===== config.mk =====
export PLATFORM = sky130hd
export DESIGN_NAME = target_engagement_controller
export DESIGN_NICKNAME = d
export VERILOG_FILES = /design/src/hw/rtl/tec_pkg.sv /design/src/hw/rtl/tec_cfg.sv /design/src/hw/rtl/target_engagement_controller.sv
export VERILOG_INCLUDE_DIRS = /design/src /design/src/hw/rtl
export SDC_FILE = /design/constraint.sdc
export NUM_CORES = 1
export LEC_CHECK = 0
export BUFFER_PORTS_ARGS = -buffer_cell sky130_fd_sc_hd__buf_2
export CORE_MARGIN = 4
export CORE_UTILIZATION = 26
export CTS_CLUSTER_SIZE = 14
export DETAILED_ROUTE_END_ITERATION = 6
export HOLD_SLACK_MARGIN = 0.06
export SYNTH_ARGS = -nofsm -noshare
export SYNTH_HDL_FRONTEND = slang
export SYNTH_SLANG_ARGS = --single-unit

===== constraint.sdc =====
create_clock -name clk -period 9.8 [get_ports clk]
set_input_delay 2.45 -clock clk [delete_from_list [all_inputs] [get_ports clk]]
set_output_delay 2.45 -clock clk [all_outputs]
set_load 0.02 [all_outputs]

===== src/hw/rtl/target_engagement_controller_macros.svh =====
// assertion helpers used by the engagement controller rtl
`ifndef TARGET_ENGAGEMENT_CONTROLLER_MACROS_SVH
`define TARGET_ENGAGEMENT_CONTROLLER_MACROS_SVH

// same-cycle implication, checked out of reset
`define TEC_ASSERT_NOW(label, clk, rst_n, ante, cons) \
	label: assert property (@(posedge clk) disable iff (!rst_n) (ante) |-> (cons)) \
		else $error("tec assertion failed");

// next-cycle implication, checked out of reset
`define TEC_ASSERT_NEXT(label, clk, rst_n, ante, cons) \
	label: assert property (@(posedge clk) disable iff (!rst_n) (ante) |=> (cons)) \
		else $error("tec assertion failed");

`endif


===== src/hw/rtl/tec_pkg.sv =====
package tec_pkg;

	typedef enum logic [1:0] {
		CMD_FRAME      = 2'd0,
		CMD_MS_TICK    = 2'd1,
		CMD_BLINK_TICK = 2'd2
	} cmd_e;

	typedef enum logic [2:0] {
		MODE_NO_TARGET  = 3'd0,
		MODE_SCAN       = 3'd1,
		MODE_TRACK      = 3'd2,
		MODE_LASER_LOST = 3'd3,
		MODE_STRIKE     = 3'd4
	} mode_e;

	typedef enum logic [1:0] {
		XDRV_NONE = 2'd0,
		XDRV_STOP = 2'd1,
		XDRV_SCAN = 2'd2
	} xdrv_e;

	typedef enum logic [2:0] {
		REG_HIT_ENTER   = 3'd0,
		REG_HIT_EXIT    = 3'd1,
		REG_STRIKE_LOCK = 3'd2,
		REG_SCAN_ENTER  = 3'd3,
		REG_SCAN_REFR   = 3'd4,
		REG_DWELL_MS    = 3'd5,
		REG_CENTER_X    = 3'd6,
		REG_CENTER_Y    = 3'd7
	} reg_idx_e;

	localparam int unsigned APB_ADDR_W = 5;
	localparam int unsigned APB_DATA_W = 32;

	localparam logic signed [10:0] COORD_NONE = -11'sd1;

	localparam logic [9:0]  RST_HIT_ENTER   = 10'd10;
	localparam logic [9:0]  RST_HIT_EXIT    = 10'd20;
	localparam logic [15:0] RST_STRIKE_LOCK = 16'd50;
	localparam logic [15:0] RST_SCAN_ENTER  = 16'd500;
	localparam logic [7:0]  RST_SCAN_REFR   = 8'd50;
	localparam logic [15:0] RST_DWELL_MS    = 16'd100;
	localparam logic [9:0]  RST_CENTER_X    = 10'd320;
	localparam logic [9:0]  RST_CENTER_Y    = 10'd240;

	typedef struct packed {
		logic [9:0]  win_enter_lim;
		logic [9:0]  win_exit_lim;
		logic [15:0] strike_lock_frames;
		logic [15:0] scan_enter_frames;
		logic [7:0]  scan_refresh_frames;
		logic [15:0] dwell_ms;
		logic [9:0]  center_x;
		logic [9:0]  center_y;
	} cfg_t;

	typedef struct packed {
		mode_e              state_code;
		xdrv_e              x_drive;
		logic               y_stop;
		logic               pid_reset;
		logic               track_enable;
		logic signed [11:0] dev_x;
		logic signed [11:0] dev_y;
		logic               laser_on;
	} res_t;

endpackage


===== src/hw/rtl/tec_cfg.sv =====
module tec_cfg (
	input  logic                              clk,
	input  logic                              arst_n,
	input  logic                              psel,
	input  logic                              penable,
	input  logic                              pwrite,
	input  logic [tec_pkg::APB_ADDR_W-1:0]    paddr,
	input  logic [tec_pkg::APB_DATA_W-1:0]    pwdata,
	output logic [tec_pkg::APB_DATA_W-1:0]    prdata,
	output logic                              pready,
	output tec_pkg::cfg_t                     cfg
);

	tec_pkg::cfg_t    cfg_q;
	tec_pkg::reg_idx_e idx;
	logic             wr_en;

	assign pready = 1'b1;
	assign idx    = tec_pkg::reg_idx_e'(paddr[4:2]);
	assign wr_en  = psel && penable && pwrite && pready;
	assign cfg    = cfg_q;

	always_ff @(posedge clk or negedge arst_n) begin
		if (!arst_n) begin
			cfg_q.win_enter_lim       <= tec_pkg::RST_HIT_ENTER;
			cfg_q.win_exit_lim        <= tec_pkg::RST_HIT_EXIT;
			cfg_q.strike_lock_frames  <= tec_pkg::RST_STRIKE_LOCK;
			cfg_q.scan_enter_frames   <= tec_pkg::RST_SCAN_ENTER;
			cfg_q.scan_refresh_frames <= tec_pkg::RST_SCAN_REFR;
			cfg_q.dwell_ms            <= tec_pkg::RST_DWELL_MS;
			cfg_q.center_x            <= tec_pkg::RST_CENTER_X;
			cfg_q.center_y            <= tec_pkg::RST_CENTER_Y;
		end else if (wr_en) begin
			case (idx)
				tec_pkg::REG_HIT_ENTER:   cfg_q.win_enter_lim       <= pwdata[9:0];
				tec_pkg::REG_HIT_EXIT:    cfg_q.win_exit_lim        <= pwdata[9:0];
				tec_pkg::REG_STRIKE_LOCK: cfg_q.strike_lock_frames  <= pwdata[15:0];
				tec_pkg::REG_SCAN_ENTER:  cfg_q.scan_enter_frames   <= pwdata[15:0];
				tec_pkg::REG_SCAN_REFR:   cfg_q.scan_refresh_frames <= pwdata[7:0];
				tec_pkg::REG_DWELL_MS:    cfg_q.dwell_ms            <= pwdata[15:0];
				tec_pkg::REG_CENTER_X:    cfg_q.center_x            <= pwdata[9:0];
				tec_pkg::REG_CENTER_Y:    cfg_q.center_y            <= pwdata[9:0];
				default: ;
			endcase
		end
	end

	always_comb begin
		prdata = '0;
		case (idx)
			tec_pkg::REG_HIT_ENTER:   prdata[9:0]  = cfg_q.win_enter_lim;
			tec_pkg::REG_HIT_EXIT:    prdata[9:0]  = cfg_q.win_exit_lim;
			tec_pkg::REG_STRIKE_LOCK: prdata[15:0] = cfg_q.strike_lock_frames;
			tec_pkg::REG_SCAN_ENTER:  prdata[15:0] = cfg_q.scan_enter_frames;
			tec_pkg::REG_SCAN_REFR:   prdata[7:0]  = cfg_q.scan_refresh_frames;
			tec_pkg::REG_DWELL_MS:    prdata[15:0] = cfg_q.dwell_ms;
			tec_pkg::REG_CENTER_X:    prdata[9:0]  = cfg_q.center_x;
			tec_pkg::REG_CENTER_Y:    prdata[9:0]  = cfg_q.center_y;
			default:                  prdata       = '0;
		endcase
	end

endmodule


===== src/hw/rtl/target_engagement_controller.sv =====
// target engagement controller
// input channel (in_valid/in_ready) carries one item: cmd selects a camera frame,
// a millisecond tick or a blink tick; frames bring target and laser spot
// coordinates (-1 for none) and system_ready
// output channel (out_valid/out_ready) returns one result per item: mode code,
// axis stop/scan commands, pid reset request, tracking enable, deviations and
// laser level; cmd 3 is taken and dropped with no result
// an item is processed in the cycle it is taken: state updates at that edge and
// the result is registered into the output register, or into the skid stage when
// the receiver stalls; throughput is one item per cycle while in_ready is high, set
// by the single compare-and-update step between input handshake and output register
// a stalled receiver fills the output register and then a one-entry skid stage;
// in_ready drops only while the skid stage holds a result
// reset (arst_n low) loads default register values, clears mode, counters but the
// lost-frame one, strike latch, dwell timer, blink pattern; empties both result stages
// configuration goes over the apb port, eight 32-bit registers at 4-byte steps

`include "target_engagement_controller_macros.svh"

module target_engagement_controller #(
	parameter int unsigned BLINK_PHASE_TICKS = 30,
	parameter int unsigned MS_BITS           = 32
) (
	input  logic                           clk,
	input  logic                           arst_n,
	input  logic                           psel,
	input  logic                           penable,
	input  logic                           pwrite,
	input  logic [tec_pkg::APB_ADDR_W-1:0] paddr,
	input  logic [tec_pkg::APB_DATA_W-1:0] pwdata,
	output logic [tec_pkg::APB_DATA_W-1:0] prdata,
	output logic                           pready,
	input  logic                           in_valid,
	output logic                           in_ready,
	input  logic [1:0]                     cmd,
	input  logic signed [10:0]             obj_x,
	input  logic signed [10:0]             obj_y,
	input  logic signed [10:0]             laser_x,
	input  logic signed [10:0]             laser_y,
	input  logic                           system_ready,
	output logic                           out_valid,
	input  logic                           out_ready,
	output logic [2:0]                     state_code,
	output logic [1:0]                     x_drive,
	output logic                           y_stop,
	output logic                           pid_reset,
	output logic                           track_enable,
	output logic signed [11:0]             dev_x,
	output logic signed [11:0]             dev_y,
	output logic                           laser_on
);

	localparam logic [7:0] BLINK_P1 = 8'(BLINK_PHASE_TICKS);
	localparam logic [7:0] BLINK_P2 = 8'(2 * BLINK_PHASE_TICKS);
	localparam logic [7:0] BLINK_P3 = 8'(3 * BLINK_PHASE_TICKS);
	localparam logic [7:0] BLINK_P4 = 8'(4 * BLINK_PHASE_TICKS);
	localparam logic [7:0] BLINK_P5 = 8'(5 * BLINK_PHASE_TICKS);

	tec_pkg::cfg_t cfg;

	tec_cfg u_cfg (
		.clk     (clk),
		.arst_n  (arst_n),
		.psel    (psel),
		.penable (penable),
		.pwrite  (pwrite),
		.paddr   (paddr),
		.pwdata  (pwdata),
		.prdata  (prdata),
		.pready  (pready),
		.cfg     (cfg)
	);

	// engagement state
	tec_pkg::mode_e     mode_q, mode_n;
	logic               scan_active_q, scan_active_n;
	logic [15:0]        no_tgt_q, no_tgt_n;
	logic [7:0]         refresh_q, refresh_n;
	logic [15:0]        strike_left_q, strike_left_n;
	logic               hit_latch_q, hit_latch_n;
	logic               dwell_armed_q, dwell_armed_n;
	logic [MS_BITS-1:0] dwell_start_q, dwell_start_n;
	logic [MS_BITS-1:0] ms_count_q, ms_count_n;
	logic [7:0]         blink_q, blink_n;

	// result stages
	tec_pkg::res_t res_n, out_q, skid_q;
	logic          res_vld;
	logic          out_valid_q, skid_valid_q;
	logic          accept;

	logic               no_obj, laser_ok, in_window, fired;
	logic signed [11:0] dx, dy;
	logic [11:0]        mag_x, mag_y;
	logic [7:0]         refresh_inc, blink_inc;
	logic [MS_BITS-1:0] elapsed;

	assign in_ready = !skid_valid_q;
	assign accept   = in_valid && in_ready;

	always_comb begin
		mode_n        = mode_q;
		scan_active_n = scan_active_q;
		no_tgt_n      = no_tgt_q;
		refresh_n     = refresh_q;
		strike_left_n = strike_left_q;
		hit_latch_n   = hit_latch_q;
		dwell_armed_n = dwell_armed_q;
		dwell_start_n = dwell_start_q;
		ms_count_n    = ms_count_q;
		blink_n       = blink_q;
		res_n         = '0;
		res_vld       = 1'b1;

		no_obj      = (obj_x == tec_pkg::COORD_NONE) && (obj_y == tec_pkg::COORD_NONE);
		laser_ok    = (laser_x != tec_pkg::COORD_NONE) && (laser_y != tec_pkg::COORD_NONE);
		if (laser_ok) begin
			dx = {obj_x[10], obj_x} - {laser_x[10], laser_x};
			dy = {obj_y[10], obj_y} - {laser_y[10], laser_y};
		end else begin
			dx = {obj_x[10], obj_x} - {2'b00, cfg.center_x};
			dy = {obj_y[10], obj_y} - {2'b00, cfg.center_y};
		end
		mag_x       = dx[11] ? 12'(-dx) : 12'(dx);
		mag_y       = dy[11] ? 12'(-dy) : 12'(dy);
		in_window   = (mag_x < {2'b00, cfg.win_enter_lim}) &&
		              (mag_y < {2'b00, cfg.win_enter_lim}) && system_ready;
		refresh_inc = refresh_q + 8'd1;
		blink_inc   = blink_q + 8'd1;
		elapsed     = '0;
		fired       = 1'b0;

		case (cmd)
			tec_pkg::CMD_FRAME: begin
				if (strike_left_q != '0) begin
					mode_n        = tec_pkg::MODE_STRIKE;
					strike_left_n = strike_left_q - 16'd1;
				end
				if (no_obj) begin
					mode_n        = tec_pkg::MODE_NO_TARGET;
					res_n.y_stop  = 1'b1;
					hit_latch_n   = 1'b0;
					strike_left_n = '0;
					if (!system_ready) begin
						res_n.x_drive = tec_pkg::XDRV_STOP;
					end else if (no_tgt_q < cfg.scan_enter_frames) begin
						no_tgt_n      = no_tgt_q + 16'd1;
						res_n.x_drive = tec_pkg::XDRV_STOP;
					end else begin
						scan_active_n = 1'b1;
						mode_n        = tec_pkg::MODE_SCAN;
						if (refresh_q == '0) begin
							res_n.x_drive = tec_pkg::XDRV_SCAN;
						end
						// a zero period wraps on every frame, same as one
						refresh_n = (refresh_inc >= cfg.scan_refresh_frames) ? '0 : refresh_inc;
					end
				end else if (scan_active_q) begin
					// reacquired after scanning: halt both axes, clear the pid
					res_n.x_drive   = tec_pkg::XDRV_STOP;
					res_n.y_stop    = 1'b1;
					res_n.pid_reset = 1'b1;
					scan_active_n   = 1'b0;
					no_tgt_n        = '0;
					refresh_n       = '0;
				end else begin
					no_tgt_n    = '0;
					mode_n      = laser_ok ? tec_pkg::MODE_TRACK : tec_pkg::MODE_LASER_LOST;
					res_n.dev_x = dx;
					res_n.dev_y = dy;
					if (in_window) begin
						res_n.x_drive = tec_pkg::XDRV_STOP;
						res_n.y_stop  = 1'b1;
						if (!dwell_armed_q) begin
							dwell_start_n = ms_count_q;
							dwell_armed_n = 1'b1;
						end
					end else begin
						dwell_armed_n = 1'b0;
					end
					elapsed = ms_count_q - dwell_start_n;
					fired   = dwell_armed_n && (elapsed >= MS_BITS'(cfg.dwell_ms));
					if (fired) begin
						if (!hit_latch_q && (blink_q == '0)) begin
							blink_n       = 8'd1;
							hit_latch_n   = 1'b1;
							strike_left_n = cfg.strike_lock_frames;
						end
						mode_n        = tec_pkg::MODE_STRIKE;
						res_n.x_drive = tec_pkg::XDRV_STOP;
						res_n.y_stop  = 1'b1;
						ms_count_n    = '0;
						dwell_armed_n = 1'b0;
					end else begin
						if ((mag_x > {2'b00, cfg.win_exit_lim}) ||
						    (mag_y > {2'b00, cfg.win_exit_lim})) begin
							hit_latch_n = 1'b0;
						end
						res_n.track_enable = !dwell_armed_n;
					end
				end
			end
			tec_pkg::CMD_MS_TICK: begin
				ms_count_n = ms_count_q + MS_BITS'(1);
			end
			tec_pkg::CMD_BLINK_TICK: begin
				res_n.laser_on = 1'b1;
				if (system_ready && (blink_q != '0)) begin
					blink_n = blink_inc;
					if (blink_inc <= BLINK_P1) begin
						res_n.laser_on = 1'b0;
					end else if (blink_inc <= BLINK_P2) begin
						res_n.laser_on = 1'b1;
					end else if (blink_inc <= BLINK_P3) begin
						res_n.laser_on = 1'b0;
					end else if (blink_inc <= BLINK_P4) begin
						res_n.laser_on = 1'b1;
					end else if (blink_inc <= BLINK_P5) begin
						res_n.laser_on = 1'b0;
					end else begin
						blink_n = '0;
					end
				end
			end
			default: begin
				res_vld = 1'b0;
			end
		endcase

		res_n.state_code = mode_n;
	end

	always_ff @(posedge clk or negedge arst_n) begin
		if (!arst_n) begin
			mode_q        <= tec_pkg::MODE_NO_TARGET;
			scan_active_q <= 1'b1;
			no_tgt_q      <= tec_pkg::RST_SCAN_ENTER;
			refresh_q     <= '0;
			strike_left_q <= '0;
			hit_latch_q   <= 1'b0;
			dwell_armed_q <= 1'b0;
			dwell_start_q <= '0;
			ms_count_q    <= '0;
			blink_q       <= '0;
		end else if (accept && res_vld) begin
			mode_q        <= mode_n;
			scan_active_q <= scan_active_n;
			no_tgt_q      <= no_tgt_n;
			refresh_q     <= refresh_n;
			strike_left_q <= strike_left_n;
			hit_latch_q   <= hit_latch_n;
			dwell_armed_q <= dwell_armed_n;
			dwell_start_q <= dwell_start_n;
			ms_count_q    <= ms_count_n;
			blink_q       <= blink_n;
		end
	end

	// output register with a one-entry skid behind it
	always_ff @(posedge clk or negedge arst_n) begin
		if (!arst_n) begin
			out_valid_q  <= 1'b0;
			skid_valid_q <= 1'b0;
		end else if (!out_valid_q || out_ready) begin
			if (skid_valid_q) begin
				out_valid_q  <= 1'b1;
				skid_valid_q <= 1'b0;
			end else begin
				out_valid_q <= accept && res_vld;
			end
		end else if (accept && res_vld) begin
			skid_valid_q <= 1'b1;
		end
	end

	always_ff @(posedge clk) begin
		if (!out_valid_q || out_ready) begin
			out_q <= skid_valid_q ? skid_q : res_n;
		end else if (accept && res_vld) begin
			skid_q <= res_n;
		end
	end

	assign out_valid    = out_valid_q;
	assign state_code   = out_q.state_code;
	assign x_drive      = out_q.x_drive;
	assign y_stop       = out_q.y_stop;
	assign pid_reset    = out_q.pid_reset;
	assign track_enable = out_q.track_enable;
	assign dev_x        = out_q.dev_x;
	assign dev_y        = out_q.dev_y;
	assign laser_on     = out_q.laser_on;

	`TEC_ASSERT_NOW(a_skid_behind_out, clk, arst_n, skid_valid_q, out_valid_q)
	`TEC_ASSERT_NOW(a_blink_in_range, clk, arst_n, 1'b1, blink_q <= BLINK_P5)
	`TEC_ASSERT_NEXT(a_lost_target_unlatches, clk, arst_n,
		accept && (cmd == tec_pkg::CMD_FRAME) && no_obj,
		!hit_latch_q && (strike_left_q == '0))

endmodule


==> reports/results.tsv <==
metric	value	unit
Port Buf Inserts	123	
worst reg2reg setup slack	0.38	ns
Worst Setup End Kind	flip-flop	
gr busiest metal	met2	
fmax	0.0866	GHz
flops & latches, synth	282	
Synth Cell Area	0.0201	mm^2
first-pass GRT wire length	101000	um
Fillers	7863	
antenna violations before repair	5	
crit-path leading delay family	compound AO/OA/AOI/OAI gates	
Netlist cell types	93	
via count	18231	
critical path's slowest cell	or4_4	
Final #Nets	2877	
Setup CP Type	in -> reg	
CP max FO	6	
GRT Total Usage	15.3	%
Overflow after GRT	0	
Syn Inst Count	2222	
fraction of the mapped netlist area in compound gates	18.6	%
CTS Buf Count	30	
fin. max-slew vios	0	
WP data arrival	12.05	ns
CP Data Required Time	10.30	ns
clk slew on worst S/H paths	0.06	ns
WHS Endpoint	dwell_start_q[15]	
XOR/XNOR Fraction of Synth Area	2.78	%
most frequent CP cell	buf_6	
ys flop type	dfrtp_1	
TNS Setup	-109.21	ns
post-route minimum period	11.54	ns
Seq. cell area	0.00743	mm^2
outcome	finished with violations	
Hold Path Depth	2	
Worst R2R Start	u_cfg.cfg[11]	
R2R depth	48	
reg2reg end	ms_count_q[3]	
worst vdd rail ir drop	0.000138	V
vias in the first global route	17734	
violated checks	setup timing	
Worst Setup Slack, final	-1.74	ns
Rows	101	
crit path from	laser_y[10]	
ratio of cells with drive above 1 in the final layout	30.7	%
met3 Track Usage GR	2.49	%
period utilisation layout	118	%
met1 usage in global routing	20.8	%
worst slew pin tran	1.03	ns
Seq/Total Area, Yosys	36.9	%
Multi-input gate area	0.0124	mm^2
clock root cell	clkbuf_16	
CTS H-tree lvls	1	
Hold Path Class	reg -> reg	
Area Growth Syn to Fin	31.3	%
Placed Cells	3601	
Power Density	194	mW/mm^2
synthesized area per cell	9.06	um^2
Setup Slack @ Placement	-2.64	ns
WL final	64900	um
CTS Sinks	282	
endpoints failing hold	0	
RePlAce Congestion	0.880	
post-DP HPWL	48600	um
total power draw	5.12	mW
post-synth top area share	22.9	%
Relative slew margins	30.8	%
worst-skew pair later-pin latency	0.60	ns
largest net degree at the start of global routing	83	
simple-gate area share of the yosys netlist	18.1	%
Clock Tree Buf Depth	3	
CTS tree	yes	
post-synthesis adder-cell area fraction	9.21	%
Synth area leaders	dfrtp_1 23%, edfxtp_1 9.8%, ha_1 8.8%, nand2_1 4.5%, mux2_2 4.4%	
drt pass-1 iters	5	
largest family of logic cells by synthesized area	compound AO/OA/AOI/OAI gates	
DRT antenna net count	0	
Synth area leader	dfrtp_1	
die area	0.0820	mm^2
RSZ-0062 raised after global routing	yes	
initial DRC count	1170	
# DRC	0	
final setup fails	66	
max-cap viol count	0	
grt met2 use	25.5	%
Yosys warning count	0	
die width	286	um
hold_sp	dwell_start_q[15]	
chip height	286	um
io pins	159	
P_leak	12.3	nW
startpoint types	input port	
EDFF count, synth	66	
tightest hold margin	0.478	ns
clk_skew	0.0211	ns
non-filler cells, final	3697	
DR WL/cell	17.6	um
initial core utilization	26.4	%
Buf/Inv on CP	9	
drt via density	4.93	
post-synthesis mux area share	9.55	%
Core Area	0.0763	mm^2
Crit path largest cell delay	0.47	ns
Async S/R FF share, synth	76.6	%
-- cells by family (layout without fill, tap and decap cells) --
group                    after synthesis  after routing
AO/OA/AOI/OAI                        582            582
XOR/XNOR                              63             63
adder cells (fa/ha/maj)              147            147
buffers and inverters                235            662
flip-flops                           282            282
multiplexers                         171            171
other                                  2             20
AND/OR/NAND/NOR                      740            740
-- worst max-delay path by stage --
stage	endpoint	cells after the start
floorplan	blink_q[1]	51
global placement	ms_count_q[31]	52
detailed placement	ms_count_q[19]	52
CTS	ms_count_q[31]	53
global route	strike_left_q[7]	54
finish	ms_count_q[3]	54
-- synth_stat cells (28+ instances only) --
master and count:
a21o_1 47, a21oi_1 124, and3_1 29, clkbuf_1 81, dfrtp_1 184, dfstp_2 32
edfxtp_1 66, ha_1 141, inv_1 114, mux2_2 79, mux2i_1 81, nand2_1 243
nand2b_1 37, nand3_1 59, nand4_1 38, nor2_1 130, nor2b_1 28, nor3_1 41
o21ai_0 165, o31ai_1 31, or3_1 45, xnor2_1 35
-- what timing repair did --
item                                    CTS  global route
pin swaps                                44            32
hold buffers                              0             0
buffers inserted                         20            11
resized for setup                        86            54
cloned                                    8             4
endpoints found under the setup margin   66            66
-- power by group --
part	internal, mW	total [mW]	switching, mW
registers	1.38	1.51	0.129
logic	1.15	2.36	1.21
clock network	0.756	1.25	0.498
-- placed cells by master (no fill, tap or decap), types with 41 or more instances in the layout --
master	n
a21o_1	47
a21oi_1	105
buf_2	114
buf_4	336
dfrtp_1	184
edfxtp_1	66
ha_1	138
inv_1	114
mux2_2	74
mux2i_1	73
nand2_1	241
nand3_1	58
nor2_1	124
o21ai_0	137
or3_1	41
-- routing by layer --
| layer | share of wire [%] | routed length, um |
|---|---|---|
| met1 | 45 | 29300 |
| met2 | 47 | 30400 |
| met3 | 6.0 | 3900 |
| met4 | 2.0 | 1290 |
| met5 | 0.035 | 23 |
-- registers in the layout, indices dropped and copies added, names as in the netlist, 2 cells and up --
signal / cells
dwell_start_q: 32
skid_q: 33
refresh_q: 8
u_cfg.cfg: 96
mode_q: 3
no_tgt_q: 16
dev_x: 12
blink_q: 8
ms_count_q: 32
state_code: 3
dev_y: 12
x_drive: 2
strike_left_q: 16
-- per-stage QoR --
| step | cell area, um^2 | util (%) |
|---|---|---|
| 6_report | 26400 | 34.6 |
| 5_1_grt | 26400 | 34.6 |
| 4_1_cts | 26100 | 34.1 |
| 3_5_place_dp | 24300 | 31.9 |
| 3_3_place_gp | 24300 | 31.9 |
| 2_1_floorplan | 20400 | - |
-- area by class of cell --
cell class | instances | share of cell area (%)
clock inverter | 11 | 0.791
clock buffer | 43 | 3.32
inverter | 116 | 1.65
tap | 1030 | 4.88
antenna | 3 | 0.0284
sequential | 282 | 28.1
multi-input combinational | 1720 | 47.0
timing repair buffer | 492 | 14.2
-- tightest hold or removal path, stage by stage (launching register included) --
cell	delay [ns]
dfrtp_1	0.34
nand2_1	0.04
o21ai_0	0.06
No activity file was read; power rests on OpenSTA's default activity.
